### config.mk
export PLATFORM = sky130hd
export DESIGN_NAME = coin_measure_sort_sequencer_unit
export DESIGN_NICKNAME = d
export VERILOG_FILES = /design/src/hdl/cmss_pkg.sv /design/src/hdl/cmss_cfg.sv /design/src/hdl/cmss_seq.sv /design/src/hdl/coin_measure_sort_sequencer_unit.sv
export SDC_FILE = /design/constraint.sdc
export NUM_CORES = 1
export LEC_CHECK = 0
export BUFFER_PORTS_ARGS = -buffer_cell sky130_fd_sc_hd__clkbuf_2
export CORE_ASPECT_RATIO = 0.7
export CORE_MARGIN = 1
export CORE_UTILIZATION = 40
export CTS_CLUSTER_DIAMETER = 120
export DETAILED_ROUTE_END_ITERATION = 16
export HOLD_SLACK_MARGIN = 0.03
export MAX_ROUTING_LAYER = met4
export PLACE_DENSITY = 0.64
export RECOVER_POWER = 25
export SLEW_MARGIN = 0
export SYNTH_ARGS = -nofsm -noshare
export SYNTH_HDL_FRONTEND = slang
export SYNTH_HIERARCHICAL = 1
export SYNTH_SLANG_ARGS = --single-unit
### constraint.sdc
create_clock -name clk -period 7.9 [get_ports clk]
set_input_delay 1.185 -clock clk [delete_from_list [all_inputs] [get_ports clk]]
set_output_delay 1.185 -clock clk [all_outputs]
set_load 0.02 [all_outputs]
### src/hdl/cmss_pkg.sv
// ----------------------------------------------------------------------------
// Coin measure sort sequencer package
// Types, codes and helper functions shared by the sequencer files.
// ----------------------------------------------------------------------------
`timescale 1ns / 1ps
`default_nettype none

package cmss_pkg;

  localparam int CNT_W     = 16;
  localparam int CFG_IDX_W = 3;
  localparam int CFG_DATA_W = 16;

  typedef logic [CNT_W-1:0]     cnt_t;
  typedef logic [CFG_IDX_W-1:0] cfg_idx_t;
  typedef logic [CFG_DATA_W-1:0] cfg_data_t;

  localparam cfg_idx_t CFG_LIGHT_THRESHOLD  = 3'd0;
  localparam cfg_idx_t CFG_SETTLE_TICKS     = 3'd1;
  localparam cfg_idx_t CFG_WAIT_LIMIT       = 3'd2;
  localparam cfg_idx_t CFG_LARGE_MIN_TICKS  = 3'd3;
  localparam cfg_idx_t CFG_MEDIUM_MIN_TICKS = 3'd4;
  localparam cfg_idx_t CFG_SWING_LIMIT      = 3'd5;

  localparam cnt_t SETTLE_RESET  = 16'd500;
  localparam cnt_t TIMEOUT_RESET = 16'd6000;
  localparam cnt_t LARGE_RESET   = 16'd125;
  localparam cnt_t MEDIUM_RESET  = 16'd90;
  localparam cnt_t SWING_RESET   = 16'd10;
  localparam int   LIGHT_RESET   = 1000;

  typedef logic [1:0] class_t;
  localparam class_t CLASS_LARGE  = 2'd0;
  localparam class_t CLASS_MEDIUM = 2'd1;
  localparam class_t CLASS_SMALL  = 2'd2;
  localparam class_t CLASS_NONE   = 2'd3;

  typedef logic [1:0] status_t;
  localparam status_t STATUS_NORMAL  = 2'd0;
  localparam status_t STATUS_TIMEOUT = 2'd1;
  localparam status_t STATUS_SWING   = 2'd2;

  typedef logic [7:0] angle_t;
  localparam angle_t SLIDE_LARGE  = 8'd4;
  localparam angle_t SLIDE_MEDIUM = 8'd32;
  localparam angle_t SLIDE_SMALL  = 8'd60;
  localparam angle_t SLIDE_NONE   = 8'd88;

  typedef enum logic [3:0] {
    PH_IDLE    = 4'b0001,
    PH_SETTLE  = 4'b0010,
    PH_WAIT    = 4'b0100,
    PH_OVERLAP = 4'b1000
  } phase_t;

  typedef struct packed {
    cnt_t settle_ticks;
    cnt_t wait_limit;
    cnt_t large_min_ticks;
    cnt_t medium_min_ticks;
    cnt_t swing_limit;
  } cfg_t;

  typedef struct packed {
    class_t  coin_class;
    angle_t  slide_position;
    cnt_t    overlap_ticks;
    cnt_t    channel_ticks;
    status_t measure_status;
  } res_t;

  function automatic cnt_t sat_inc(cnt_t v);
    return (v == {CNT_W{1'b1}}) ? v : v + cnt_t'(1);
  endfunction

  function automatic angle_t slide_of(class_t c);
    angle_t a;
    case (c)
      CLASS_LARGE:  a = SLIDE_LARGE;
      CLASS_MEDIUM: a = SLIDE_MEDIUM;
      CLASS_SMALL:  a = SLIDE_SMALL;
      default:      a = SLIDE_NONE;
    endcase
    return a;
  endfunction

endpackage

`default_nettype wire

### src/hdl/cmss_cfg.sv
// ----------------------------------------------------------------------------
// Coin measure sort sequencer configuration registers
// Holds the threshold and tick limits written through the configuration port.
// ----------------------------------------------------------------------------
`timescale 1ns / 1ps
`default_nettype none

module cmss_cfg #(
  parameter int SAMPLE_BITS = 12
) (
  input  wire logic                 clk,
  input  wire logic                 rst_n,
  input  wire logic                 wr_en,
  input  wire cmss_pkg::cfg_idx_t   wr_index,
  input  wire cmss_pkg::cfg_data_t  wr_data,
  output logic [SAMPLE_BITS-1:0]    light_threshold,
  output cmss_pkg::cfg_t            cfg
);
  import cmss_pkg::*;

  logic [SAMPLE_BITS-1:0] light_r;
  cfg_t                   cfg_r;

  always_ff @(posedge clk) begin
    if (!rst_n) begin
      light_r                <= SAMPLE_BITS'(LIGHT_RESET);
      cfg_r.settle_ticks     <= SETTLE_RESET;
      cfg_r.wait_limit       <= TIMEOUT_RESET;
      cfg_r.large_min_ticks  <= LARGE_RESET;
      cfg_r.medium_min_ticks <= MEDIUM_RESET;
      cfg_r.swing_limit      <= SWING_RESET;
    end else if (wr_en) begin
      case (wr_index)
        CFG_LIGHT_THRESHOLD:  light_r                <= wr_data[SAMPLE_BITS-1:0];
        CFG_SETTLE_TICKS:     cfg_r.settle_ticks     <= wr_data;
        CFG_WAIT_LIMIT:       cfg_r.wait_limit       <= wr_data;
        CFG_LARGE_MIN_TICKS:  cfg_r.large_min_ticks  <= wr_data;
        CFG_MEDIUM_MIN_TICKS: cfg_r.medium_min_ticks <= wr_data;
        CFG_SWING_LIMIT:      cfg_r.swing_limit      <= wr_data;
        default: begin
        end
      endcase
    end
  end

  assign light_threshold = light_r;
  assign cfg             = cfg_r;

endmodule

`default_nettype wire

### src/hdl/cmss_seq.sv
// ----------------------------------------------------------------------------
// Coin measure sort sequencer phase logic
// Per-tick phase machine with settle, channel and overlap counters, the
// weight peak, and classification of the finished measurement.
// ----------------------------------------------------------------------------
`timescale 1ns / 1ps
`default_nettype none

module cmss_seq #(
  parameter int SAMPLE_BITS = 12
) (
  input  wire logic                   clk,
  input  wire logic                   rst_n,
  input  wire logic                   step,
  input  wire logic [SAMPLE_BITS-1:0] light_level,
  input  wire logic [SAMPLE_BITS-1:0] weight_sample,
  input  wire logic                   overlap_seen,
  input  wire logic [SAMPLE_BITS-1:0] light_threshold,
  input  wire cmss_pkg::cfg_t         cfg,
  output logic                        emit,
  output cmss_pkg::res_t              res,
  output logic [SAMPLE_BITS-1:0]      peak
);
  import cmss_pkg::*;

  phase_t                 phase_r, phase_nxt;
  cnt_t                   settle_r, settle_nxt;
  cnt_t                   chan_r, chan_nxt;
  cnt_t                   ovl_r, ovl_nxt;
  logic [SAMPLE_BITS-1:0] peak_r, peak_nxt;
  status_t                status;
  class_t                 cls;

  always_comb begin
    phase_nxt  = phase_r;
    settle_nxt = settle_r;
    chan_nxt   = chan_r;
    ovl_nxt    = ovl_r;
    peak_nxt   = peak_r;
    emit       = 1'b0;
    status     = STATUS_NORMAL;
    case (phase_r)
      PH_SETTLE: begin
        settle_nxt = sat_inc(settle_r);
        if (settle_nxt >= cfg.settle_ticks) begin
          phase_nxt = PH_WAIT;
        end
      end
      PH_WAIT: begin
        if (weight_sample > peak_r) begin
          peak_nxt = weight_sample;
        end
        chan_nxt = sat_inc(chan_r);
        if (overlap_seen) begin
          phase_nxt = PH_OVERLAP;
        end else if (chan_nxt >= cfg.wait_limit) begin
          emit      = 1'b1;
          status    = STATUS_TIMEOUT;
          phase_nxt = PH_IDLE;
        end
      end
      PH_OVERLAP: begin
        ovl_nxt = sat_inc(ovl_r);
        if (!overlap_seen) begin
          emit      = 1'b1;
          status    = (ovl_nxt <= cfg.swing_limit) ? STATUS_SWING : STATUS_NORMAL;
          phase_nxt = PH_IDLE;
        end
      end
      default: begin
        phase_nxt = PH_IDLE;
        if (light_level < light_threshold) begin
          settle_nxt = '0;
          chan_nxt   = '0;
          ovl_nxt    = '0;
          peak_nxt   = '0;
          phase_nxt  = (cfg.settle_ticks == '0) ? PH_WAIT : PH_SETTLE;
        end
      end
    endcase
  end

  always_comb begin
    if (ovl_nxt > cfg.large_min_ticks) begin
      cls = CLASS_LARGE;
    end else if (ovl_nxt > cfg.medium_min_ticks) begin
      cls = CLASS_MEDIUM;
    end else if (ovl_nxt != '0) begin
      cls = CLASS_SMALL;
    end else begin
      cls = CLASS_NONE;
    end
  end

  always_comb begin
    res.coin_class     = cls;
    res.slide_position = slide_of(cls);
    res.overlap_ticks  = ovl_nxt;
    res.channel_ticks  = chan_nxt;
    res.measure_status = status;
  end

  assign peak = peak_nxt;

  always_ff @(posedge clk) begin
    if (!rst_n) begin
      phase_r  <= PH_IDLE;
      settle_r <= '0;
      chan_r   <= '0;
      ovl_r    <= '0;
      peak_r   <= '0;
    end else if (step) begin
      phase_r  <= phase_nxt;
      settle_r <= settle_nxt;
      chan_r   <= chan_nxt;
      ovl_r    <= ovl_nxt;
      peak_r   <= peak_nxt;
    end
  end

endmodule

`default_nettype wire

### src/hdl/coin_measure_sort_sequencer_unit.sv
// ----------------------------------------------------------------------------
// Coin measure sort sequencer unit
// Takes one sensor tick per request, runs the coin measurement sequence and
// delivers one classification request per coin.
//
//   Channel  Direction  Contents
//   in_      input      light level, weight sample, overlap bit of one tick
//   out_     output     class, slide angle, peak weight, durations, status
//   cfg_     input      register index and write data
//
// Each tick is held in the input register and, when it ends a coin, its
// result is then captured in the output register. One tick is taken every
// cycle while the input register is not stalled.
// The input register stalls only while a result waits for out_ready.
// Synchronous reset clears the phase, counters and both valid flags and
// restores the register defaults.
// ----------------------------------------------------------------------------
`timescale 1ns / 1ps
`default_nettype none

module coin_measure_sort_sequencer_unit #(
  parameter int SAMPLE_BITS = 12
) (
  input  wire logic                   clk,
  input  wire logic                   rst_n,
  input  wire logic                   in_valid,
  output logic                        in_ready,
  input  wire logic [SAMPLE_BITS-1:0] in_light_level,
  input  wire logic [SAMPLE_BITS-1:0] in_weight_sample,
  input  wire logic                   in_overlap_seen,
  output logic                        out_valid,
  input  wire logic                   out_ready,
  output cmss_pkg::class_t            out_coin_class,
  output cmss_pkg::angle_t            out_slide_position,
  output logic [SAMPLE_BITS-1:0]      out_peak_weight,
  output cmss_pkg::cnt_t              out_overlap_ticks,
  output cmss_pkg::cnt_t              out_channel_ticks,
  output cmss_pkg::status_t           out_measure_status,
  input  wire logic                   cfg_valid,
  output logic                        cfg_ready,
  input  wire cmss_pkg::cfg_idx_t     cfg_index,
  input  wire cmss_pkg::cfg_data_t    cfg_data
);
  import cmss_pkg::*;

  logic                   s1_valid_r;
  logic [SAMPLE_BITS-1:0] s1_light_r;
  logic [SAMPLE_BITS-1:0] s1_weight_r;
  logic                   s1_ovl_r;
  logic                   advance;
  logic                   emit;
  res_t                   res;
  logic [SAMPLE_BITS-1:0] peak;
  logic [SAMPLE_BITS-1:0] light_threshold;
  cfg_t                   cfg;
  logic                   out_valid_r;
  res_t                   out_res_r;
  logic [SAMPLE_BITS-1:0] out_peak_r;

  assign cfg_ready = 1'b1;
  assign advance   = s1_valid_r && (!out_valid_r || out_ready);
  assign in_ready  = !s1_valid_r || advance;

  cmss_cfg #(.SAMPLE_BITS(SAMPLE_BITS)) u_cfg (
    .clk             (clk),
    .rst_n           (rst_n),
    .wr_en           (cfg_valid && cfg_ready),
    .wr_index        (cfg_index),
    .wr_data         (cfg_data),
    .light_threshold (light_threshold),
    .cfg             (cfg)
  );

  cmss_seq #(.SAMPLE_BITS(SAMPLE_BITS)) u_seq (
    .clk             (clk),
    .rst_n           (rst_n),
    .step            (advance),
    .light_level     (s1_light_r),
    .weight_sample   (s1_weight_r),
    .overlap_seen    (s1_ovl_r),
    .light_threshold (light_threshold),
    .cfg             (cfg),
    .emit            (emit),
    .res             (res),
    .peak            (peak)
  );

  always_ff @(posedge clk) begin
    if (!rst_n) begin
      s1_valid_r <= 1'b0;
    end else if (in_ready) begin
      s1_valid_r <= in_valid;
    end
  end

  always_ff @(posedge clk) begin
    if (in_valid && in_ready) begin
      s1_light_r  <= in_light_level;
      s1_weight_r <= in_weight_sample;
      s1_ovl_r    <= in_overlap_seen;
    end
  end

  always_ff @(posedge clk) begin
    if (!rst_n) begin
      out_valid_r <= 1'b0;
    end else if (advance && emit) begin
      out_valid_r <= 1'b1;
    end else if (out_ready) begin
      out_valid_r <= 1'b0;
    end
  end

  always_ff @(posedge clk) begin
    if (advance && emit) begin
      out_res_r  <= res;
      out_peak_r <= peak;
    end
  end

  assign out_valid          = out_valid_r;
  assign out_coin_class     = out_res_r.coin_class;
  assign out_slide_position = out_res_r.slide_position;
  assign out_peak_weight    = out_peak_r;
  assign out_overlap_ticks  = out_res_r.overlap_ticks;
  assign out_channel_ticks  = out_res_r.channel_ticks;
  assign out_measure_status = out_res_r.measure_status;

endmodule

`default_nettype wire

# Word level (Yosys, flattened, before mapping)
# Index checks and enable logic that the tools add are counted.
[classes]
addsub = 3
n_lt_le_gt_ge = 7
eq_ne = 16
muxes = 34
bitwise_logic = 1
reduce_logical = 24
[ops]
columns = ["operator", "count"]
rows = [
  ["16-bit two-way mux", 6],
  ["16-bit case mux with 2 select lines", 3],
  ["16-bit by 1-bit adder with 16-bit output (second input constant)", 3],
  ["16-bit == test (second input constant)", 3],
  ["16-bit greater-or-equal comparator", 2],
  ["16-bit greater-than comparator", 2],
  ["12-bit two-way mux", 2],
  ["12-bit case mux with 2 select lines", 1],
  ["7-bit case mux with 3 select lines", 1],
  ["4-bit two-way mux", 5],
  ["16-bit less-or-equal comparator", 1],
  ["16-bit logical NOT", 1],
  ["16-bit nonzero test", 1],
  ["12-bit greater-than comparator", 1],
  ["12-bit less-than comparator", 1],
  ["4-bit case mux with 3 select lines", 1],
  ["2-bit AND reduction", 6],
  ["2-bit two-way mux", 5],
  ["1-bit two-way mux", 7],
  ["3-bit by 2-bit == test with 1-bit output (second input constant)", 2],
  ["3-bit == test (second input constant)", 2],
  ["2-bit OR reduction", 3],
  ["4-bit by 2-bit == test with 1-bit output (second input constant)", 1],
  ["4-bit by 3-bit == test with 1-bit output (second input constant)", 1],
  ["other kinds (19)", 24],
]
[word_totals]
register_bits = 239
input_bits = 49
output_inout_bits = 59
elab_cells = 107

# Logic depth before layout (Yosys ltp)
# Gate-level depths: netlist of run 1.
[depth]
depth_word = 9
mapped_depth = 19
mapped_depth_nobuf = 19

# Modules after synthesis
# Netlist of run 1, hierarchy kept.
[modules_own_cells]
columns = ["module", "n_inst", "cells_each", "area_each_um2", "seq_area_each_um2"]
rows = [
  ["cmss_seq", 1, 952, 7074.3, 1281.2],
  ["cmss_cfg", 1, 339, 3537.1, 1841.8],
  ["coin_measure_sort_sequencer_unit", 1, 96, 2556.2, 2472.4],
]

# Worst setup path before layout of run 1
# OpenSTA, ideal clock, no wires.
[synth_timing]
path_kind = "flip-flop to flip-flop"
startpoint = "register u_seq.chan_r[1]"
endpoint = "register out_res_r (netlist bit out_channel_ticks[0]), enable pin"
setup_time_ps = 470
t_arrival_ps = 5244
required_ps = 7430
slack_ps = 2186
path_stages_with_launch = 20
synth_period_minus_slack_ps = 5714
cell_sequence = "dfxtp_1 > ha_1 > and3_1 > and2_1 > and2_1 > and3_1 > nor2_1 > nand3_1 > xor2_1 > inv_1 > ha_1 > a21o_1 > a21o_1 > a21oi_1 > o21ai_0 > a21oi_1 > nor3_1 > o21bai_1 > nand2_1 > nor2_1"
[synth_via]
elab_chain_cells = 7
elab_cells_between_ends = 8
[synth_lines]
columns = ["element", "line_no", "source"]
rows = [
  ["start: declaration", "cmss_seq.sv:28", "cnt_t chan_r, chan_nxt;"],
  ["start signal: assignment", "cmss_seq.sv:115", "chan_r <= chan_nxt;"],
  ["16-bit by 1-bit adder with 16-bit output or 16-bit == test (tied branches)", "cmss_pkg.sv:73", "return (v == {CNT_W{1'b1}}) ? v : v + cnt_t'(1);"],
  ["16-bit two-way mux (*)", "cmss_pkg.sv:73", ""],
  ["16-bit greater-or-equal comparator (*)", "cmss_seq.sv:56", "end else if (chan_nxt >= cfg.wait_limit) begin"],
  ["1-bit two-way mux (*)", "cmss_seq.sv:56", ""],
  ["1-bit two-way mux (*)", "cmss_seq.sv:54", "if (overlap_seen) begin"],
  ["1-bit case mux with 2 select lines (*)", "cmss_seq.sv:42", "case (phase_r)"],
  ["via emit", "coin_measure_sort_sequencer_unit.sv:51", "logic emit;"],
  ["1-bit logical AND (*)", "coin_measure_sort_sequencer_unit.sv:115", "if (advance && emit) begin"],
  ["end signal: assignment", "coin_measure_sort_sequencer_unit.sv:116", "out_res_r <= res;"],
  ["end: declaration", "coin_measure_sort_sequencer_unit.sv:57", "res_t out_res_r;"],
]
# The timed path passes the listed nets; every way through them passes the cells marked *.
# A chain may end at the register's enable or synchronous reset.

==> flow_summary_export.csv, run 1 <==
group,metric,value,unit
logic_synthesis,syn_area,13200,um2
logic_synthesis,yosys.area_share.adder,0.0998,
layout,insertedDiodeCount,0,
clock_tree,cts_max_level,1,
logic_synthesis,synthArstFlopShare,0,
drt,routed_wl,34000,um
timing,worstMarginPinSlew,4.62,ns
layout,finalNetCount,1615,
setup_path,worst-path-buf-inv,2,
floorplan,die_w,219,um
timing,finClkSkew,0.0200,ns
timing,relSlewSlack,-2.11,
power_and_ir_drop,ir_drop,175,uV
global_route,grt_pass1_vias,9561,
global_route,grt_usage,0.207,
clock_tree,cts_root_buf,"clkbuf_16",
drt,drtIter0Drc,800,
setup_path,reg2regPathDepth,17,
drt,drt-pass1-iter-count,5,
logic_synthesis,ys_ff_latch,239,
run_status,violations,"max-capacitance violations, max-slew violations",
clock_tree,cts_resized,0,
timing,hold_violations,0,
run_status,outcome,"complete, but fails checks",
logic_synthesis,syn_avg_cell_area,9.49,um2
setup_path,worstPathArrival,6.56,ns
setup_path,start_kind,"primary input",
layout,fin_util,0.461,
clock_tree,cts_made_buffers,26,
logic_synthesis,yosysUniqueCellTypes,86,
drt,wl_per_cell,17.8,um
drt,drcViolationCount,0,
setup_path,critPathMaxFanout,76,
floorplan,dieArea,33700,um2
floorplan,die-height,154,um
timing,max_freq,164,MHz
logic_synthesis,seq_area_frac_synth,0.425,
clock_tree,ctsLongestPathBuffers,3,
setup_path,worstSetupStartpoint,"rst_n",
clock_tree,clock-sinks,239,
power_and_ir_drop,power.leakage,6.46,nW
clock_tree,cts_tree,"done",
logic_synthesis,syn_inst,1387,
floorplan,core_region_area,32300,um2
setup_path,cp_cell_sequence,"clkbuf_1, clkbuf_1, nand2_1, mux2i_1",
logic_synthesis,ys.flop_type,"dfxtp_1",
setup_path,cp-endpoint,"u_cfg/cfg[59]",
logic_synthesis,synth_xor_area_frac,0.0233,
drt,vias,10400,
clock_tree,insertion_delay,0.55,ns
logic_synthesis,yosys_warnings,6,
logic_synthesis,synth.mux.area_fraction,0.0769,
layout,layout-drive-gt1-share,0.0966,
setup_path,critPathMaxStageDelay,2.08,ns
place,dpl.hpwl,24900,um
place,portBuffers,106,
clock_tree,cts_setup_buffers,0,
timing,finalSetupViolCount,0,
worst_hold_path,hold_class,"reg2reg",
timing,rsz0062_at_grt,"false",
clock_tree,hold_buffers,0,
setup_path,critPathCaptureType,"flip-flop",
setup_path,cp.depth,4,
floorplan,start_util,0.407,
power_and_ir_drop,power_density,194,nW/um2
setup_path,cp_top_family,"buffers and inverters",
setup_path,required,8.35,ns
floorplan,pin_count,108,
layout,area_growth,13.1,%
logic_synthesis,synth_compound_area_frac,0.139,
logic_synthesis,synth_simple_gate_area_frac,0.175,
timing,layout_worst_path_cycle_share,0.773,
setup_path,r2r_slack,2.90,ns
logic_synthesis,synth_top_family_by_area,"simple AND/OR/NAND/NOR gates",
drt,final_antenna_net_count,0,
timing,finalCriticalPeriod,6.11,ns
setup_path,slowest_stage,"clkbuf_1",
setup_path,timing.rr.end,"out_peak_weight[5]",
clock_tree,path_clk_slew,0.06,ns
global_route,antenna_found_initial,0,
place,gp_congestion,0.896,
global_route,grt_pass1_wl,53300,um
floorplan,rows,55,
power_and_ir_drop,fin_total_pwr,2.89,mW
logic_synthesis,synth_edf_count,81,
global_route,grt_overflow,0,
drt,viasPerCell,5.44,
timing,maxSlewViolCount,165,
setup_path,r2r-start,"u_seq/chan_r[0]",
setup_path,critPathMostFrequentCell,"clkbuf_1",
global_route,grt_max_degree,77,
timing,setup-tns-final,0,ns
job,maxCapViolations,3,
setup_path,criticalPathCategory,"in2reg",
-- layout by cell type, fill, tap and decap left out, types with 22 or more instances in the layout --
master | netlist | final
o21ai_0 | 64 | 64
edfxtp_1 | 81 | 81
nand2_1 | 144 | 144
inv_1 | 123 | 123
nor2_1 | 76 | 75
xnor2_1 | 22 | 22
clkbuf_2 | 0 | 67
mux2i_1 | 100 | 100
nand4_1 | 35 | 35
nand3_1 | 26 | 26
clkbuf_1 | 39 | 45
dfxtp_1 | 158 | 158
ha_1 | 105 | 105
a21o_1 | 28 | 28
a21oi_1 | 61 | 61
a22o_1 | 26 | 26
nor2b_1 | 53 | 54
clkbuf_16 | 0 | 28
-- registers in the layout (all words and copies together) (netlist names), 2 cells and up --
| signal | flops |
|---|---|
| u_cfg/cfg | 80 |
| out_measure_status | 2 |
| u_seq/chan_r | 16 |
| out_coin_class | 2 |
| out_peak_weight | 12 |
| u_seq/settle_r | 16 |
| out_slide_position | 8 |
| out_channel_ticks | 16 |
| u_seq/peak_r | 12 |
| out_overlap_ticks | 16 |
| s1_weight_r | 12 |
| s1_light_r | 12 |
| u_cfg/light_threshold | 12 |
| u_seq/ovl_r | 16 |
| u_seq/phase_r | 4 |
-- worst min path at each step --
stage | start | end | slack [ns] | cells after the start
detailed placement | u_cfg/cfg[50] | u_cfg/cfg[50] | 0.45 | 2
floorplan | u_cfg/light_threshold[0] | u_cfg/light_threshold[0] | 0.43 | 2
finish | u_cfg/cfg[18] | u_cfg/cfg[18] | 0.46 | 2
global placement | u_cfg/cfg[6] | u_cfg/cfg[6] | 0.45 | 2
global route | u_cfg/cfg[10] | u_cfg/cfg[10] | 0.48 | 2
CTS | u_cfg/cfg[50] | u_cfg/cfg[50] | 0.46 | 2
-- power breakdown --
group / internal, mW / switching, mW / total (mW)
registers: 1.30 / 0.0228 / 1.32
clock network: 0.844 / 0.513 / 1.36
logic: 0.0821 / 0.135 / 0.217
-- final cells by class --
class | instances | area [um2]
repair buffers | 116 | 553
fillers | 3090 | 17400
multi-input cells | 954 | 6800
well taps | 427 | 534
clock inverters | 13 | 221
flip-flops and latches | 239 | 5600
clock buffers | 34 | 727
inverters | 124 | 465
-- stage by stage --
step | setup slack (ns) | cells | hold WS (ns) | cell area [um2]
2_1_floorplan | 2.19 | 1389 | 0.434 | 13200
3_3_place_gp | 3.08 | 1860 | 0.446 | 14000
3_5_place_dp | 2.91 | 1860 | 0.449 | 14000
4_1_cts | 2.88 | 1907 | 0.460 | 15000
5_1_grt | 1.21 | 1907 | 0.479 | 14900
6_report | 1.79 | 1907 | 0.461 | 14900
-- layer usage --
metal / vias to the layer above / track usage / share of wire
li1: 5066 / - / -
met4: 0 / 0.0496 / 0.019
met1: 4977 / 0.323 / 0.52
met3: 37 / 0.0271 / 0.061
met5: - / - / 0
met2: 301 / 0.277 / 0.41
-- synthesized netlist by cell type (all sizes together) (4+ instances only) --
cell type,count,area share
a211oi,15,0.0086
a21o,28,0.016
a21oi,61,0.023
a22o,26,0.017
a22oi,13,0.0074
and2,12,0.0058
and3,14,0.0067
and4,7,0.0047
buf,33,0.015
clkbuf,39,0.011
dfxtp,158,0.24
edfxtp,81,0.18
ha,105,0.10
inv,124,0.035
mux2i,100,0.076
nand2,144,0.041
nand2b,8,0.0044
nand3,26,0.0099
nand4,36,0.018
nand4b,4,0.0027
nor2,79,0.023
nor2b,54,0.026
nor3,14,0.0057
nor4,9,0.0059
o21a,16,0.0091
o21ai,68,0.027
o31ai,5,0.0029
or3,14,0.0067
xnor2,22,0.015
xor2,13,0.0086
-- worst min-delay path, delay by kind of cell, from the launching register on --
family        cells  cell delay [ns]
mux               1             0.05
flops             1             0.31
simple gates      1             0.05
-- cell families after synthesis --
| kind of cell | count (synthesis) |
|---|---|
| AO/OA/AOI/OAI | 268 |
| XOR/XNOR | 35 |
| adder cells (fa/ha/maj) | 105 |
| buffers and inverters | 196 |
| flip-flops | 239 |
| multiplexers | 101 |
| other | 2 |
| AND/OR/NAND/NOR | 441 |
No activity file was read; power rests on OpenSTA's default activity.
==> run 2, diff against run 1 <==
==> constraint.sdc (replaced) <==
create_clock -name clk -period 6.3 [get_ports clk]
set_input_delay 0.945 -clock clk [delete_from_list [all_inputs] [get_ports clk]]
set_output_delay 0.945 -clock clk [all_outputs]
set_load 0.02 [all_outputs]
==> run 2 against run 1 <==
Against the previous run:
- the flow still finishes with violations (max-capacitance violations, max-slew violations)
- combinational power is 26% higher
- largest power group is now sequential cells
- hold slack better by 0.0021 ns
- sequential share of layout area is 0.31 points higher
==> flow_summary_export.csv, run 2 (same netlist as run 1, synthesis figures left out) <==
group,metric,value,unit
clock_tree,path_clk_slew,0.06,ns
floorplan,die_w,219,um
layout,largest_reg_flops,80,
floorplan,die-height,154,um
place,portBuffers,106,
floorplan,dieArea,33700,um2
drt,drt-pass1-iter-count,5,
timing,worstMarginPinSlew,4.38,ns
clock_tree,cts_root_buf,"clkbuf_16",
place,dp_cells,1860,
setup_path,r2r-start,"u_seq/chan_r[0]",
run_status,violations,"max-capacitance violations, max-slew violations",
clock_tree,cts_made_buffers,26,
drt,vias,10300,
power_and_ir_drop,seq_power_share,0.485,
layout,fin_util,0.457,
timing,finClkSkew,0.0146,ns
timing,layout_worst_path_cycle_share,0.798,
global_route,grt_pass1_vias,9649,
setup_path,reg2regPathDepth,17,
global_route,grt_max_degree,80,
power_and_ir_drop,ir_drop,162,uV
setup_path,r2r_slack,1.28,ns
timing,maxSlewViolCount,106,
layout,layout-drive-gt1-share,0.0980,
worst_hold_path,holdPathEnd,"u_cfg/cfg[4]",
global_route,antenna_found_initial,0,
power_and_ir_drop,combPwrFrac,0.080,
global_route,grt_overflow,0,
place,dpl.hpwl,24900,um
drt,viasPerCell,5.39,
setup_path,timing.rr.end,"out_channel_ticks[0]",
clock_tree,hold_buffers,0,
clock_tree,ctsLongestPathBuffers,3,
clock_tree,cts_max_level,1,
power_and_ir_drop,power_density,230,nW/um2
power_and_ir_drop,power.leakage,6.41,nW
drt,drtIter0Drc,840,
setup_path,worstPathArrival,5.21,ns
layout,stdcell_area,14800,um2
timing,max_freq,199,MHz
timing,finalSetupViolCount,0,
global_route,grt_usage,0.207,
clock_tree,insertion_delay,0.55,ns
power_and_ir_drop,intPower,2.58,mW
worst_hold_path,holdPathStages,2,
setup_path,start_kind,"flip-flop",
timing,finalCriticalPeriod,5.02,ns
place,gp_congestion,0.919,
timing,rsz0062_at_grt,"false",
run_status,outcome,"complete, but fails checks",
clock_tree,clock-sinks,239,
power_and_ir_drop,p_sw_frac,0.241,
timing,setup-tns-final,0,ns
setup_path,required,6.48,ns
drt,drcViolationCount,0,
floorplan,start_util,0.407,
setup_path,criticalPathCategory,"reg2reg",
timing,setup_ws,1.28,ns
clock_tree,cts_resized,0,
job,maxCapViolations,2,
layout,final_common_cell,"dfxtp_1",
setup_path,critPathMaxFanout,34,
layout,area_growth,12.2,%
place,dp_slack,1.32,ns
floorplan,core_region_area,32300,um2
setup_path,critPathCaptureType,"flip-flop",
floorplan,pin_count,108,
drt,routed_wl,34000,um
power_and_ir_drop,p_clk_frac,0.434,
timing,holdWs,0.463,ns
layout,finalNonFillerCells,1906,
power_and_ir_drop,netSwitchingPower,0.821,mW
drt,final_antenna_net_count,0,
layout,finalNetCount,1615,
drt,wl_per_cell,17.8,um
layout,insertedDiodeCount,0,
clock_tree,cts_setup_buffers,0,
clock_tree,cts_tree,"done",
global_route,grt_pass1_wl,53300,um
timing,relSlewSlack,-1.95,
floorplan,rows,55,
worst_hold_path,min-delay-start,"u_cfg/cfg[4]",
place,placed_cell_area,14000,um2
layout,final_cell_mix,"158 x dfxtp_1, 144 x nand2_1, 123 x inv_1",
timing,hold_violations,0,
power_and_ir_drop,fin_total_pwr,3.40,mW
setup_path,worstSetupStartpoint,"u_seq/chan_r[0]",
worst_hold_path,hold_class,"reg2reg",
-- run 2: cell count changes in the layout (fill, tap and decap cells not counted) --
cell        change
inv_6           -1
clkbuf_1        -3
clkinv_4        -1
clkbuf_16       -1
buf_4           +1
clkinvlp_4      +1
clkbuf_8        +6
bufinv_16       -6
clkbuf_2        +3
-- run 2: how the worst max path moves through the flow --
stage                                 to  depth (start not counted)  slack (ns)
floorplan           out_channel_ticks[0]                         19        0.59
global placement     out_peak_weight[11]                         17        1.46
detailed placement    out_peak_weight[1]                         17        1.32
CTS                 out_channel_ticks[0]                         17        1.28
global route        out_channel_ticks[0]                         17        0.78
finish              out_channel_ticks[0]                         17        1.28
-- run 2: power groups by stage --
stage,Clock [mW],Sequential (mW),Combinational (mW)
3_3_place_gp,0,1.68,0.263
4_1_cts,1.51,1.65,0.270
3_5_place_dp,0,1.68,0.269
6_report,1.48,1.65,0.273
5_1_grt,1.58,1.66,0.299
2_1_floorplan,0,1.67,0.195
-- run 2: routing by layer --
| metal | part of all wire | global-route usage |
|---|---|---|
| met5 | 0 | - |
| met4 | 0.013 | 0.0397 |
| met3 | 0.056 | 0.0317 |
| met2 | 0.41 | 0.281 |
| met1 | 0.52 | 0.319 |
-- run 2: area by class of cell --
| type | count | area (um2) |
|---|---|---|
| clock buffer | 40 | 788 |
| clock inverter | 6 | 31.3 |
| fill | 3107 | 17600 |
| inverter | 124 | 465 |
| multi-input combinational | 954 | 6800 |
| sequential | 239 | 5600 |
| tap | 427 | 534 |
| timing repair buffer | 116 | 561 |
-- run 2: critical path, cell delays in order, from the launching register on --
cell and delay [ns]:
dfxtp_1 0.48, ha_1 0.24, and3_1 0.27, and2_1 0.17, nand4_1 0.49, nand4_1 0.31
xor2_1 0.27, inv_1 0.08, ha_1 0.31, and4_1 0.19, a2111oi_0 0.05, o21ai_0 0.09
a21oi_1 0.14, nor3_1 0.19, o21bai_1 0.15, nand2_1 0.15, nor2_4 0.53, buf_4 0.51
==> run 3, diff against run 2 <==
--- a/config.mk
+++ b/config.mk
@@ -13,7 +13,7 @@
 export DETAILED_ROUTE_END_ITERATION = 16
 export HOLD_SLACK_MARGIN = 0.03
 export MAX_ROUTING_LAYER = met4
-export PLACE_DENSITY = 0.64
+export PLACE_DENSITY = 0.66
 export RECOVER_POWER = 25
 export SLEW_MARGIN = 0
 export SYNTH_ARGS = -nofsm -noshare
==> constraint.sdc (replaced) <==
create_clock -name clk -period 4.55 [get_ports clk]
set_input_delay 0.6825 -clock clk [delete_from_list [all_inputs] [get_ports clk]]
set_output_delay 0.6825 -clock clk [all_outputs]
set_load 0.02 [all_outputs]
==> run 3 against run 2 <==
Against the previous run:
- the flow still finishes with violations (max-capacitance violations, max-slew violations)
- flip-flop and latch count unchanged
- clock skew increased by 0.0040 ns
- final cell count increased by 1.4%
- sequential share of layout area fell by 1.2 points
- die area stayed put
- total power grew 49%
- largest power group is now clock
==> flow_summary_export.csv, run 3 (same netlist as run 1, synthesis figures left out) <==
group,metric,value,unit
timing,setup-tns-final,0,ns
timing,finalCriticalPeriod,4.37,ns
floorplan,core_region_area,32300,um2
layout,final_cell_mix,"157 x dfxtp_1, 144 x nand2_1, 122 x inv_1",
timing,relSlewSlack,-0.252,
floorplan,die-height,154,um
layout,largest_reg_flops,80,
drt,drt-pass1-iter-count,6,
setup_path,start_kind,"flip-flop",
floorplan,pin_count,108,
layout,final-seq-area,5600,um2
layout,stdcell_area,15300,um2
worst_hold_path,hold_class,"in2reg",
timing,finClkSkew,0.0186,ns
setup_path,critPathCaptureType,"flip-flop",
clock_tree,cts_tree,"done",
layout,insertedDiodeCount,0,
setup_path,critPathMaxStageDelay,0.43,ns
drt,viasPerCell,5.42,
setup_path,cp_cell_sequence,"inv_1, ha_1, a211oi_1, o21ai_0, a21oi_2, buf_4, o21ai_4, buf_4, a21oi_2, inv_1, ha_1, nand2_1, or3_1, or2_2, o221ai_2, o32a_1, nor2_2, ha_1",
place,placed_cell_area,14200,um2
place,gp_congestion,0.925,
setup_path,worst-path-buf-inv,4,
power_and_ir_drop,power.leakage,6.72,nW
floorplan,rows,55,
setup_path,required,4.84,ns
clock_tree,cts_max_level,1,
clock_tree,hold_buffers,0,
setup_path,r2r_slack,0.18,ns
clock_tree,insertion_delay,0.56,ns
run_status,outcome,"complete, but fails checks",
setup_path,criticalPathCategory,"reg2reg",
layout,finalNetCount,1641,
job,maxCapViolations,3,
layout,layout-drive-gt1-share,0.147,
layout,multiInputGateArea,6880,um2
clock_tree,clock-sinks,239,
layout,finalNonFillerCells,1933,
setup_path,cp_top_family,"compound AO/OA/AOI/OAI gates",
drt,drcViolationCount,0,
clock_tree,cts_setup_buffers,0,
drt,final_antenna_net_count,0,
setup_path,slowest_stage,"or3_1",
timing,layout_worst_path_cycle_share,0.961,
floorplan,die_w,219,um
global_route,grt_overflow,0,
power_and_ir_drop,ir_drop,357,uV
clock_tree,cts_root_buf,"clkbuf_16",
floorplan,dieArea,33700,um2
power_and_ir_drop,power_density,333,nW/um2
global_route,grt_pass1_vias,9651,
global_route,grt_max_degree,106,
timing,maxSlewViolCount,152,
drt,wl_per_cell,18.0,um
timing,worstMarginPinSlew,1.88,ns
clock_tree,path_clk_slew,0.06,ns
place,dp_cells,1885,
timing,rsz0062_at_grt,"false",
run_status,violations,"max-capacitance violations, max-slew violations",
drt,routed_wl,34900,um
setup_path,worstPathArrival,4.66,ns
timing,max_freq,229,MHz
floorplan,start_util,0.407,
global_route,grt_usage,0.209,
drt,drtIter0Drc,864,
setup_path,critPathMostFrequentCell,"ha_1",
timing,hold_violations,0,
timing,finalSetupViolCount,0,
global_route,grt_pass1_wl,53600,um
drt,vias,10500,
power_and_ir_drop,fin_total_pwr,5.09,mW
layout,final_common_cell,"dfxtp_1",
global_route,antenna_found_initial,0,
place,portBuffers,106,
place,dpl.hpwl,25400,um
clock_tree,ctsLongestPathBuffers,3,
setup_path,critPathMaxFanout,13,
clock_tree,cts_made_buffers,26,
layout,area_growth,16.0,%
layout,fillers,3045,
==> run 3: timing repair <==
item | CTS | global route
gates resized for setup | 0 | 21
hold endpoints to repair | 0 | 0
setup endpoints to repair | 0 | 59
==> run 3: report_power, final <==
part | internal, mW | switching, mW
Sequential | 2.25 | 0.0381
Clock | 1.50 | 0.902
Combinational | 0.158 | 0.245
==> run 3: final timing paths <==
check                          endpoint                startpoint  cells after the start
setup / recovery  out_slide_position[5]  u_cfg/light_threshold[2]                     18
setup reg to reg  out_slide_position[5]  u_cfg/light_threshold[2]                     18
hold reg to reg           u_cfg/cfg[18]             u_cfg/cfg[18]                      2
hold / removal           s1_weight_r[4]       in_weight_sample[4]                      1
==> run 3: final cells by class <==
type                            count  share of cell area
Multi-Input combinational cell    954               0.451
Sequential cell                   239               0.366
Timing Repair Buffer              142              0.0536
Clock buffer                       36              0.0519
Tap cell                          427              0.0350
Inverter                          124              0.0305
Clock inverter                     11              0.0120
==> run 3: worst reg2reg max path: cells and delay by family, from the launching register on <==
kind | cells | cell delay [ns]
buffers and inverters | 4 | 0.57
and+or+nand+nor | 4 | 0.92
AOI/OAI and AO/OA | 7 | 1.40
DFF | 1 | 0.33
adders and majority gates | 3 | 0.90
==> run 3: layer usage <==
layer  global-route usage  part of all wire  wire length [um]  up-vias
li1                     -                 -                 -     5105
met1                0.318              0.50             17500     4981
met2                0.281              0.41             14200      333
met3               0.0388             0.072              2500       51
met4               0.0450             0.019               664        0
met5                    -                 0                 0        -
==> run 3: stage by stage <==
stage / hold WS [ns] / setup WS, ns / util
global route: 0.285 / 0.00810 / 0.472
floorplan: 0.434 / 0.379 / -
CTS: 0.278 / 0.0338 / 0.470
global placement: 0.444 / 0.233 / 0.440
finish: 0.302 / 0.179 / 0.472
detailed placement: 0.452 / 0.0764 / 0.440
